<file path="config.mk">
export PLATFORM = sky130hd
export DESIGN_NAME = avr_cordic_stage
export DESIGN_NICKNAME = d
export VERILOG_FILES = /design/src/sv/avr_pkg.sv /design/src/sv/avr_cordic_stage.sv
export SDC_FILE = /design/constraint.sdc
export NUM_CORES = 1
export LEC_CHECK = 0
export BUFFER_PORTS_ARGS = -buffer_cell sky130_fd_sc_hd__buf_2
export CAP_MARGIN = 20
export CORE_ASPECT_RATIO = 1.75
export CORE_MARGIN = 2
export CORE_UTILIZATION = 55
export DETAILED_ROUTE_END_ITERATION = 10
export PLACE_DENSITY_LB_ADDON = 0.08
export SLEW_MARGIN = 20
export SYNTH_ARGS = -nofsm -noshare
export SYNTH_HDL_FRONTEND = slang
export SYNTH_SLANG_ARGS = --single-unit
export TNS_END_PERCENT = 20
</file>
<file path="constraint.sdc">
create_clock -name clk_i -period 5.7 [get_ports clk_i]
set_input_delay 0 -clock clk_i [delete_from_list [all_inputs] [get_ports clk_i]]
set_output_delay 0 -clock clk_i [all_outputs]
set_load 0.01 [all_outputs]
</file>
<file path="src/sv/avr_pkg.sv">
`default_nettype none
package avr_pkg;
  localparam int unsigned CoordWidthDef = 32;
  localparam int unsigned AxisWidthDef = 16;
  localparam int unsigned CordicStagesDef = 16;
  localparam int unsigned AngTableLen = 24;
  localparam int unsigned AngleWidth = 16;
  localparam int unsigned Mfrac = 28;
  localparam int signed FullTurn = 23040;
  localparam int signed HalfTurn = 11520;
  localparam int signed QuarterTurn = 5760;
  localparam logic signed [33:0] InvGain = 34'sd652032874;
  // Width of the CORDIC datapath (Q2.30 plus guard bits).
  localparam int unsigned CordW = 34;
  localparam int unsigned ZW = 32;
  // Matrix entries need headroom above Q4.28 when the axis sits at its most
  // negative code.
  localparam int unsigned MW = 34;

  function automatic logic signed [ZW-1:0] atan_tab(input int unsigned i);
    logic signed [ZW-1:0] r;
    r = '0;
    case (i)
      0: r = 32'sd188743680;  1: r = 32'sd111421900; 2: r = 32'sd58872272;
      3: r = 32'sd29884485;   4: r = 32'sd15000234;  5: r = 32'sd7507429;
      6: r = 32'sd3754631;    7: r = 32'sd1877430;   8: r = 32'sd938729;
      9: r = 32'sd469366;     10: r = 32'sd234683;   11: r = 32'sd117342;
      12: r = 32'sd58671;     13: r = 32'sd29335;    14: r = 32'sd14668;
      15: r = 32'sd7334;      16: r = 32'sd3667;     17: r = 32'sd1833;
      18: r = 32'sd917;       19: r = 32'sd458;      20: r = 32'sd229;
      21: r = 32'sd115;       22: r = 32'sd57;       23: r = 32'sd29;
      default: r = '0;
    endcase
    return r;
  endfunction
endpackage
`default_nettype wire

</file>
<file path="src/sv/avr_cordic_stage.sv">
`default_nettype none
// One pipelined CORDIC micro-rotation with its register.
module avr_cordic_stage
  import avr_pkg::*;
#(
  parameter int unsigned Idx = 0
) (
  input  wire logic                   clk_i,
  input  wire logic                   en_i,
  input  wire logic signed [CordW-1:0] x_i,
  input  wire logic signed [CordW-1:0] y_i,
  input  wire logic signed [ZW-1:0]    z_i,
  output logic signed [CordW-1:0]      x_o,
  output logic signed [CordW-1:0]      y_o,
  output logic signed [ZW-1:0]         z_o
);
  logic signed [CordW-1:0] dx, dy;
  logic signed [ZW-1:0] at;
  assign dx = y_i >>> Idx;
  assign dy = x_i >>> Idx;
  assign at = atan_tab(Idx);
  always_ff @(posedge clk_i) begin
    if (en_i) begin
      if (!z_i[ZW-1]) begin
        x_o <= x_i - dx;
        y_o <= y_i + dy;
        z_o <= z_i - at;
      end else begin
        x_o <= x_i + dx;
        y_o <= y_i - dy;
        z_o <= z_i + at;
      end
    end
  end
endmodule
`default_nettype wire

</file>
Yosys cells after proc, flatten, opt, wreduce, memory -nomap -nowiden
Cells that the tools add are included. Widths: inputs -> output; s select.

Muxes and demuxes: 3. Add/subtract/negate cells: 5.

Operators with widths (count): $mux 34 (2); $sub 34x34->34 (2); $add 34x34->34 (1); $add 32x29->32 const B (1); $mux 32 (1); $sub 32x29->32 const B (1).

Register bits: 100. Bits of input ports: 102.

Depth between registers and ports, before layout
Gate-level depths: netlist of the first run.

Word-level depth: 2. Mapped depth: 13.

Worst setup path after synthesis of the first run
Ideal clock, no wire load.

Kind: input -> register. From: input x_i[0]. To: register x_o[28], data pin. Setup time: 0.267 ns. Path slack: 3.049 ns. Stages: 9. Data required time: 5.433 ns. Arrival time: 2.383 ns. Cell sequence: ha_1 fa_1 nor2b_1 o211a_1 o41a_1 a211oi_1 nand2_1 a2111o_1 xnor2_1.

Word-level cells in the longest chain between the ends: 2. Elaborated cells between the ends (all ways): 3.

Ends and longest elaborated chain: start, declared (line avr_cordic_stage.sv:10) `input wire logic signed [CordW-1:0] x_i,`; $sub 34x34->34 or $add 34x34->34 (tied branches) (line avr_cordic_stage.sv:25, avr_cordic_stage.sv:29); $mux 34 * (line avr_cordic_stage.sv:24) `if (!z_i[ZW-1]) begin`; end signal, assigned (line avr_cordic_stage.sv:25) `x_o <= x_i - dx;`; end signal, assigned (line avr_cordic_stage.sv:29) `x_o <= x_i + dx;`; end, declared (line avr_cordic_stage.sv:13) `output logic signed [CordW-1:0] x_o,`.

Every way passes the cells marked *; elsewhere a longest branch is shown, timed or not. A chain may end at the register's enable or synchronous reset.

Final worst setup path of the first run
From: input x_i[19]. To: register y_o[32], data pin.

Word-level cells in the longest chain between the ends: 2. Elaborated cells between the ends (all ways): 3.

Ends and longest elaborated chain: $add 34x34->34 or $sub 34x34->34 (tied branches) (line avr_cordic_stage.sv:26, avr_cordic_stage.sv:30); $mux 34 * (line avr_cordic_stage.sv:24); end signal, assigned (line avr_cordic_stage.sv:26) `y_o <= y_i + dy;`; end signal, assigned (line avr_cordic_stage.sv:30) `y_o <= y_i - dy;`; end, declared (line avr_cordic_stage.sv:14) `output logic signed [CordW-1:0] y_o,`.

Marks and branches as above.

==> results of run 1 <==
## cells by family after synthesis
| family | Yosys count |
|---|---|
| simple gates | 234 |
| mux | 12 |
| fa+ha+maj | 111 |
| compound gates | 363 |
| buf+inv | 155 |
| flops | 99 |
| xor+xnor | 70 |
## through the flow
stage / total power, mW / area [sq um] / hold slack (ns)
global route: 2.69 / 10900 / 0.0425
global placement: 1.94 / 10400 / 0.177
floorplan: 1.59 / 9250 / 0.0989
CTS: 2.57 / 10900 / 0.0143
finish: 2.57 / 10900 / 0.0229
detailed placement: 1.95 / 10400 / 0.178
## critical path, stage by stage
cell and delay (ns):
buf_2 0.10, inv_1 0.04, ha_1 0.57, inv_1 0.17, a21oi_1 0.44, a21oi_1 0.15
a2111oi_0 1.00, a2111oi_0 0.27, o22ai_1 0.25, o211ai_1 0.13, xnor2_1 0.16
## worst min-delay path by stage
stage | depth (start not counted) | slack, ns | endpoint
2_1_floorplan | 0 | 0.1 | z_o[0]$_DFFE_PP_
6_report | 2 | 0.02 | z_o[23]$_DFFE_PP_
5_1_grt | 2 | 0.04 | z_o[23]$_DFFE_PP_
4_1_cts | 2 | 0.01 | z_o[23]$_DFFE_PP_
3_5_place_dp | 1 | 0.18 | z_o[0]$_DFFE_PP_
3_3_place_gp | 1 | 0.18 | z_o[6]$_DFFE_PP_
## registers in the layout (all words and copies together) (netlist names)
| signal | flops |
|---|---|
| x_o | 34 |
| y_o | 33 |
| z_o | 32 |
## where the power goes
part	switching, mW	internal [mW]
Combinational	0.613	0.375
Clock	0.305	0.306
Sequential	0.0287	0.946
Total	0.946	1.63
## cells in the final DEF, fill, tap and decap left out, types with 15 or more instances in the layout
master and count:
xnor2_1 61, o21ai_0 61, buf_2 200, nor2_1 68, a21o_1 34, a211oi_1 15, dlygate4sd3_1 23, nand2b_1 17
nand2_1 42, a21oi_1 112, inv_1 103, ha_1 107, o21bai_1 23, edfxtp_1 99, nor3_1 15, nand3_1 15
## cell type report
| type | count | area, sq um |
|---|---|---|
| clock inverters | 6 | 56.3 |
| flip-flops and latches | 99 | 2970 |
| repair buffers | 228 | 1270 |
| well taps | 224 | 280 |
| fillers | 1455 | 5570 |
| inverters | 104 | 390 |
| multi-input cells | 790 | 5680 |
| clock buffers | 10 | 229 |
## repair_timing
item,4_1_cts,5_1_grt
hold endpoints to repair,23,0
hold buffers,23,0
endpoints found under the setup margin,0,0
## routing by layer
layer | share of wire | GRT usage | wire [um]
met1 | 0.32 | 0.334 | 9960
met2 | 0.54 | 0.638 | 16500
met5 | 0 | 0 | 0
met4 | 0.086 | 0.249 | 2650
met3 | 0.054 | 0.0418 | 1660
==> out/qor_table.md, run 1 <==
| Quantity | Reported |
|---|---|
| Result of the run | complete, no violations |
| Largest family of logic cells by synthesized area | compound AO/OA/AOI/OAI gates |
| CTS-repair resized insts | 0 |
| HP Start | z_i[23] |
| Multiplexer fraction of the synthesized cell area | 0.0130 |
| Total length of routed wires | 30800 um |
| Main synth FF type | edfxtp_1 |
| Detailed-route via count | 8896 |
| Global placer's final weighted congestion | 0.995 |
| Wire length per cell | 21.1 um |
| Total CTS buffers | 9 |
| Height of the die | 176 um |
| HPWL after detailed placement | 24100 um |
| P&R area growth vs syn | 17.6% |
| Pleak | 4.89 nW |
| Post-synthesis instance total | 1044 |
| Die width | 102 um |
| Utilization after layout | 0.662 |
| Placed instance count | 1422 |
| Number of global-route vias before repair | 8801 |
| Simple-gate portion of the synthesized area | 0.128 |
| Global-route total usage across every layer | 0.343 |
| Synth top area cells | edfxtp_1, ha_1, a21oi_1 |
| Critical Path Sink Type | flip-flop |
| Std-Cell Rows | 62 |
| Area fraction of the dominant cell type after synthesis | 0.321 |
| Max Buffers Root-to-Sink | 2 |
| Cell with the most instances after synthesis | a21oi_1 |
| Register bit total from synthesis | 99 |
| Pre-CTS setup slack | 2.36 ns |
| Syn. warnings | 0 |
| Filler-free cell count of the finished design | 1461 |
| Initial Utilization | 0.563 |
| Max Freq | 314 MHz |
| Global-route wire length before repair | 46600 um |
| Worst setup path startpoint | x_i[19] |
| Path type of the worst min-delay path | in2reg |
| Share of cells above drive strength 1 | 0.188 |
| Maximum VDD drop | 0.000147 V |
| Via/cell ratio | 6.09 |
| Period utilisation layout | 0.559 |
| Iteration count of the initial detailed-routing pass | 6 |
| # H-tree levels | 3 |
| Cell variety after synth | 74 |
| Minimum clock period | 3.18 ns |
| IO Count | 202 |
| Number of endpoints with negative hold slack in the final report | 0 |
| Count of unresolved DRC violations after routing | 0 |
| Signal arrival time at the worst endpoint | 3.29 ns |
| Port buffer count | 201 |
| Maxcap violations | 0 |
| Clock sink count | 99 |
| Post-synth ARST share | 0 |
| Worst Setup Slack, final | 2.52 ns |
| Syn Std Cell Area | 9250 sq um |
| Share of synthesized cell area in full adder, half adder and majority cells | 0.153 |
| Antenna diode instance count | 0 |
| Synthesized area per cell | 8.86 sq um |
| Clock root buffer | clkbuf_16 |
| Post-detailed-route count of antenna-violating nets | 0 |
| Sequential share of the synthesized area | 0.321 |
| Unrepaired setup endpoints after global routing | no |
| Maximum number of pins on one net before global-route repair | 81 |
| Final global-route overflow total | 0 |
| Setup Fix Bufs, Post-CTS | 0 |
| Post-Synthesis Net Count | 1257 |
| Final setup violation count | 0 |
| Area fraction in compound gates after synthesis | 0.253 |
| Commonest cells in the netlist | a21oi_1, ha_1, inv_1, edfxtp_1, nor2_1 |
| Number of enable flip-flop cells after synthesis | 99 |
| TritonCTS clock tree | done |
| Max-Slew Margin vs Limit | 0.222 |
| CP Max Fanout | 15 |
| Critical path startpoint category | primary input |
| Final Max Tran Viols | 0 |
| Post-synthesis xor/xnor area fraction | 0.0663 |
| Core Region | 16400 sq um |
| Timing endpoint of the critical path | y_o[32]$_DFFE_PP_ |
| Final-layout setup total negative slack | 0 ns |
| Initial antenna violation count | 0 |
| Power density over the cells | 237 nW/um^2 |
| Layout Nets | 1445 |
| Worst Tran Pin Value | 1.14 ns |
| Largest area contributor in the synthesized netlist | edfxtp_1 |
| Register clock-pin slew on the reported worst setup and hold paths | 0.07 ns |
| Critical setup path kind | in2reg |
| Required time at the worst-slack endpoint | 5.80 ns |
| Iter 0 DRT Violations | 605 |
| Die area | 17900 sq um |
Power figures use the tool's default switching activity.
==> run 2: changes to the inputs <==
==> constraint.sdc (replaced) <==
create_clock -name clk_i -period 3.2 [get_ports clk_i]
set_input_delay 0 -clock clk_i [delete_from_list [all_inputs] [get_ports clk_i]]
set_output_delay 0 -clock clk_i [all_outputs]
set_load 0.01 [all_outputs]
==> run 2 against run 1 <==
Net effect: cell count grew 3.8%; worst hold slack got worse by 0.0028 ns; clock power up 77%.
==> out/qor_table.md, run 2 (synthesis gave the netlist of run 1 again) <==
| Quantity | Reported |
|---|---|
| Max-Slew Margin vs Limit | 0.261 |
| Most numerous cell on the critical path | nor4_1 |
| Flip-flop count of the largest register, all copies and words added | 34 |
| TritonCTS clock tree | done |
| Switching Fraction | 0.365 |
| Maximum number of pins on one net before global-route repair | 80 |
| Maximum VDD drop | 0.000249 V |
| Comb power frac | 0.400 |
| # H-tree levels | 3 |
| Post-detailed-route count of antenna-violating nets | 0 |
| Iter 0 DRT Violations | 589 |
| Result of the run | complete, no violations |
| Core Region | 16400 sq um |
| Registers with the most flip-flops | x_o (34), y_o (33), z_o (32) |
| Port buffer count | 201 |
| Share of total power in the clock network | 0.230 |
| Final-layout setup total negative slack | 0 ns |
| Register clock-pin slew on the reported worst setup and hold paths | 0.08 ns |
| Max Buffers Root-to-Sink | 2 |
| CTS-repair resized insts | 0 |
| Cell-by-cell listing of the critical path | buf_2 > inv_1 > ha_1 > nor4_1 > nand2_1 > nor4_1 > a211oi_1 > buf_4 > a2111oi_0 > o22ai_1 > o211ai_1 > xnor2_1 |
| Path type of the worst min-delay path | in2reg |
| Pre-CTS setup slack | -0.0793 ns |
| Signal arrival time at the worst endpoint | 3.09 ns |
| Std-Cell Rows | 62 |
| CP max stage cell | nor4_1 |
| Worst setup path startpoint | x_i[23] |
| Worst path max stage delay | 0.87 ns |
| Count of unresolved DRC violations after routing | 0 |
| Sequential fraction of design power | 0.371 |
| Pleak | 5.16 nW |
| Unrepaired setup endpoints after global routing | no |
| IO Count | 202 |
| Required time at the worst-slack endpoint | 3.30 ns |
| Share of cells above drive strength 1 | 0.223 |
| Maxcap violations | 0 |
| Worst Tran Pin Value | 1.11 ns |
| Critical Path Sink Type | flip-flop |
| Period utilisation layout | 0.933 |
| Final global-route overflow total | 0 |
| Leading cell types in the layout, fill and taps excluded | buf_2, a21oi_1, ha_1, inv_1, edfxtp_1 |
| Filler cell count | 1397 |
| Critical path startpoint category | primary input |
| Minimum clock period | 2.98 ns |
| Utilization after layout | 0.687 |
| Worst Setup Slack, final | 0.216 ns |
| CP Max Fanout | 6 |
| Initial antenna violation count | 0 |
| Setup Fix Bufs, Post-CTS | 0 |
| NetSw | 1.71 mW |
| Die area | 17900 sq um |
| Number of endpoints with negative hold slack in the final report | 0 |
| Global-route total usage across every layer | 0.353 |
| Wire length per cell | 21.0 um |
| Max Freq | 335 MHz |
| Timing endpoint of the critical path | y_o[32]$_DFFE_PP_ |
| Final setup violation count | 0 |
| Critical setup path kind | in2reg |
| Total length of routed wires | 31800 um |
| HPWL after detailed placement | 25100 um |
| Via/cell ratio | 6.04 |
| Final Max Tran Viols | 0 |
| Most flops, register | x_o |
| Total CTS buffers | 9 |
| Initial Utilization | 0.563 |
| Power density over the cells | 415 nW/um^2 |
| Detailed-route via count | 9168 |
| Global placer's final weighted congestion | 1.06 |
| Final instance area | 11300 sq um |
| Height of the die | 176 um |
| Iteration count of the initial detailed-routing pass | 5 |
| Antenna diode instance count | 0 |
| Area of placed instances | 10800 sq um |
| Most frequent standard cell in the layout excluding fill and tap cells | buf_2 |
| Layout Nets | 1501 |
| Die width | 102 um |
| P&R area growth vs syn | 22.2% |
| Number of global-route vias before repair | 9215 |
| Quantity of hold-fixing buffers added after cts | 23 |
| Design internal power | 2.98 mW |
| Clock root buffer | clkbuf_16 |
| Clock sink count | 99 |
| Global-route wire length before repair | 48100 um |
-- run 2: worst min-delay path by stage --
| stage | startpoint | to | slack (ns) | depth (start not counted) |
|---|---|---|---|---|
| floorplan | z_i[0] | z_o[0]$_DFFE_PP_ | 0.1 | 0 |
| global placement | z_i[18] | z_o[18]$_DFFE_PP_ | 0.18 | 1 |
| detailed placement | z_i[4] | z_o[4]$_DFFE_PP_ | 0.18 | 1 |
| CTS | z_i[23] | z_o[23]$_DFFE_PP_ | 0.01 | 2 |
| global route | z_i[23] | z_o[23]$_DFFE_PP_ | 0.03 | 2 |
| finish | z_i[23] | z_o[23]$_DFFE_PP_ | 0.02 | 2 |
-- run 2: per-layer routing --
layer	global-route usage	wire length [um]
met5	0	0
met4	0.255	2720
met3	0.0426	1600
met2	0.657	17000
met1	0.345	10500
-- run 2: cell type report --
type	instances	area, sq um	share of cell area
multi-input combinational	790	5680	0.503
sequential	99	2970	0.263
timing repair buffer	284	1690	0.149
inverter	104	390	0.0345
tap	224	280	0.0248
clock buffer	10	229	0.0203
clock inverter	6	58.8	0.00520
-- run 2: through the flow --
| stage | power (mW) | std cells | hold WS (ns) |
|---|---|---|---|
| after floorplan | 2.83 | 1044 | 0.0989 |
| after CTS | 4.66 | 1517 | 0.0147 |
| final | 4.69 | 1517 | 0.0202 |
| after global routing | 4.91 | 1517 | 0.0333 |
| after global placement | 3.56 | 1478 | 0.176 |
| after detailed placement | 3.58 | 1478 | 0.178 |
-- run 2: critical path: cells and delay by family --
family          cells  cell delay, ns
compound gates      4            0.97
fa+ha+maj           1            0.36
buf+inv             3            0.32
xor+xnor            1            0.09
simple gates        3            1.35
-- run 2: power by group through the flow --
| stage | clock [mW] | combinational (mW) | sequential (mW) |
|---|---|---|---|
| final | 1.08 | 1.88 | 1.74 |
| after global placement | 0 | 1.80 | 1.76 |
| after floorplan | 0 | 0.964 | 1.87 |
| after detailed placement | 0 | 1.81 | 1.76 |
| after CTS | 1.08 | 1.84 | 1.74 |
| after global routing | 1.13 | 2.02 | 1.76 |
==> run 3: changes to the inputs <==
--- a/config.mk
+++ b/config.mk
@@ -5,11 +5,14 @@
 export SDC_FILE = /design/constraint.sdc
 export NUM_CORES = 1
 export LEC_CHECK = 0
+export ABC_AREA = 0
 export BUFFER_PORTS_ARGS = -buffer_cell sky130_fd_sc_hd__buf_2
 export CAP_MARGIN = 20
+export CELL_PAD_IN_SITES_DETAIL_PLACEMENT = 0
+export CELL_PAD_IN_SITES_GLOBAL_PLACEMENT = 1
 export CORE_ASPECT_RATIO = 1.75
 export CORE_MARGIN = 2
-export CORE_UTILIZATION = 55
+export CORE_UTILIZATION = 42
 export DETAILED_ROUTE_END_ITERATION = 10
 export PLACE_DENSITY_LB_ADDON = 0.08
 export SLEW_MARGIN = 20
==> run 3 against run 2 <==
Net effect: die area is 30% higher; via count is 3.0% lower; highest routed layer unchanged; global-route usage down 7.1 points; sequential power hardly changed; design area increased by 0.30%.
==> out/qor_table.md, run 3 (synthesis gave the netlist of run 1 again) <==
| Quantity | Reported |
|---|---|
| Total length of routed wires | 32600 um |
| Initial Utilization | 0.429 |
| Max Freq | 366 MHz |
| Final Max Tran Viols | 0 |
| Global placer's final weighted congestion | 0.952 |
| Critical Path Sink Type | flip-flop |
| Die area | 23300 sq um |
| Critical setup path kind | in2reg |
| Utilization after layout | 0.525 |
| HPWL after detailed placement | 26600 um |
| Total CTS buffers | 9 |
| Antenna diode instance count | 0 |
| Leading cell types in the layout, fill and taps excluded | buf_2, a21oi_1, ha_1, inv_1, edfxtp_1 |
| Iter 0 DRT Violations | 594 |
| Final-layout setup total negative slack | 0 ns |
| Clock root buffer | clkbuf_16 |
| IO Count | 202 |
| Global-route total usage across every layer | 0.283 |
| Final Total Pwr | 4.70 mW |
| Via/cell ratio | 5.63 |
| Critical path startpoint category | primary input |
| Most flops, register | x_o |
| Register clock-pin slew on the reported worst setup and hold paths | 0.08 ns |
| Max Buffers Root-to-Sink | 2 |
| Filler cell count | 2096 |
| Share of cells above drive strength 1 | 0.219 |
| Period utilisation layout | 0.855 |
| Clock sink count | 99 |
| Kind of cell adding the most delay to the critical path | compound AO/OA/AOI/OAI gates |
| Area of the multi-input gates | 5680 sq um |
| Global-route wire length before repair | 49300 um |
| Final global-route overflow total | 0 |
| Worst setup path startpoint | x_i[0] |
| Footprint of the flip-flops and latches | 2970 sq um |
| Iteration count of the initial detailed-routing pass | 5 |
| Max-Slew Margin vs Limit | 0.350 |
| Worst Tran Pin Value | 0.951 ns |
| Maximum VDD drop | 0.000220 V |
| Std-Cell Rows | 71 |
| Critical path buffer and inverter count | 2 |
| Count of unresolved DRC violations after routing | 0 |
| Power density over the cells | 415 nW/um^2 |
| P&R area growth vs syn | 22.5% |
| Initial antenna violation count | 0 |
| Minimum clock period | 2.74 ns |
| Most frequent standard cell in the layout excluding fill and tap cells | buf_2 |
| Die width | 116 um |
| Setup Fix Bufs, Post-CTS | 0 |
| Unrepaired setup endpoints after global routing | no |
| TritonCTS clock tree | done |
| Pleak | 5.12 nW |
| Number of global-route vias before repair | 8891 |
| Path type of the worst min-delay path | in2reg |
| Port buffer count | 201 |
| Pre-CTS setup slack | 0.106 ns |
| CP Max Fanout | 5 |
| Hold Path Cell Cnt | 2 |
| Final setup violation count | 0 |
| Worst path max stage delay | 0.49 ns |
| Signal arrival time at the worst endpoint | 2.86 ns |
| Flip-flop count of the largest register, all copies and words added | 34 |
| Wire length per cell | 20.7 um |
| Result of the run | complete, no violations |
| Detailed-route via count | 8889 |
| Core Region | 21600 sq um |
| Maximum number of pins on one net before global-route repair | 62 |
| Cell-by-cell listing of the critical path | buf_2 > ha_1 > fa_1 > nor2b_1 > o211a_1 > o41a_1 > a211oi_1 > buf_4 > nand2_1 > a2111o_1 > xnor2_1 |
| Height of the die | 200 um |
| HP Start | z_i[23] |
| CP max stage cell | o41a_1 |
| Post-detailed-route count of antenna-violating nets | 0 |
| Required time at the worst-slack endpoint | 3.33 ns |
| Worst Setup Slack, final | 0.465 ns |
| Maxcap violations | 0 |
| Registers with the most flip-flops | x_o (34), y_o (33), z_o (32) |
| Layout Nets | 1494 |
| Final Hold Slack | 0.0261 ns |
| Number of endpoints with negative hold slack in the final report | 0 |
| # H-tree levels | 3 |
| Worst hold path endpoint | z_o[23]$_DFFE_PP_ |
## run 3: cell count changes in the layout (fill, tap and decap cells not counted)
cell,change
clkbuf_1,-1
clkinvlp_4,+2
buf_4,-7
inv_8,+1
inv_6,-1
clkinv_4,-2
clkinv_2,+1
## run 3: through the flow
stage,instance area [sq um],std cells
after floorplan,9250,1044
after global placement,10800,1539
after detailed placement,10800,1539
after CTS,11300,1578
after global routing,11300,1578
final,11300,1578
## run 3: worst max path at each step
stage                                   end  depth (start not counted)
after detailed placement  x_o[28]$_DFFE_PP_                         11
after global placement    y_o[32]$_DFFE_PP_                         12
after floorplan           x_o[28]$_DFFE_PP_                          9
after global routing      y_o[32]$_DFFE_PP_                         12
final                     x_o[28]$_DFFE_PP_                         11
after CTS                 x_o[28]$_DFFE_PP_                         11
## run 3: timing repair
action                                 CTS  global route
gates resized for setup                  0             0
hold buffers                            23             0
endpoints found under the hold margin   23             0
## run 3: layout make-up
| class | instances | share of cell area |
|---|---|---|
| inverters | 104 | 0.0344 |
| flip-flops and latches | 99 | 0.262 |
| repair buffers | 277 | 0.144 |
| clock buffers | 9 | 0.0199 |
| multi-input cells | 790 | 0.501 |
| clock inverters | 7 | 0.00563 |
| well taps | 292 | 0.0322 |
## run 3: power by group
group / internal [mW] / leakage (nW) / switching, mW
Combinational: 0.737 / 4.02 / 1.13
Sequential: 1.68 / 0.969 / 0.0482
Clock: 0.541 / 0.133 / 0.567
Total: 2.96 / 5.12 / 1.74
## run 3: metal layers
metal | vias to the layer above | track usage | part of all wire
li1 | 4275 | - | -
met1 | 4196 | 0.281 | 0.35
met2 | 320 | 0.537 | 0.55
met3 | 98 | 0.0324 | 0.038
met4 | 0 | 0.173 | 0.068
met5 | - | 0 | 0
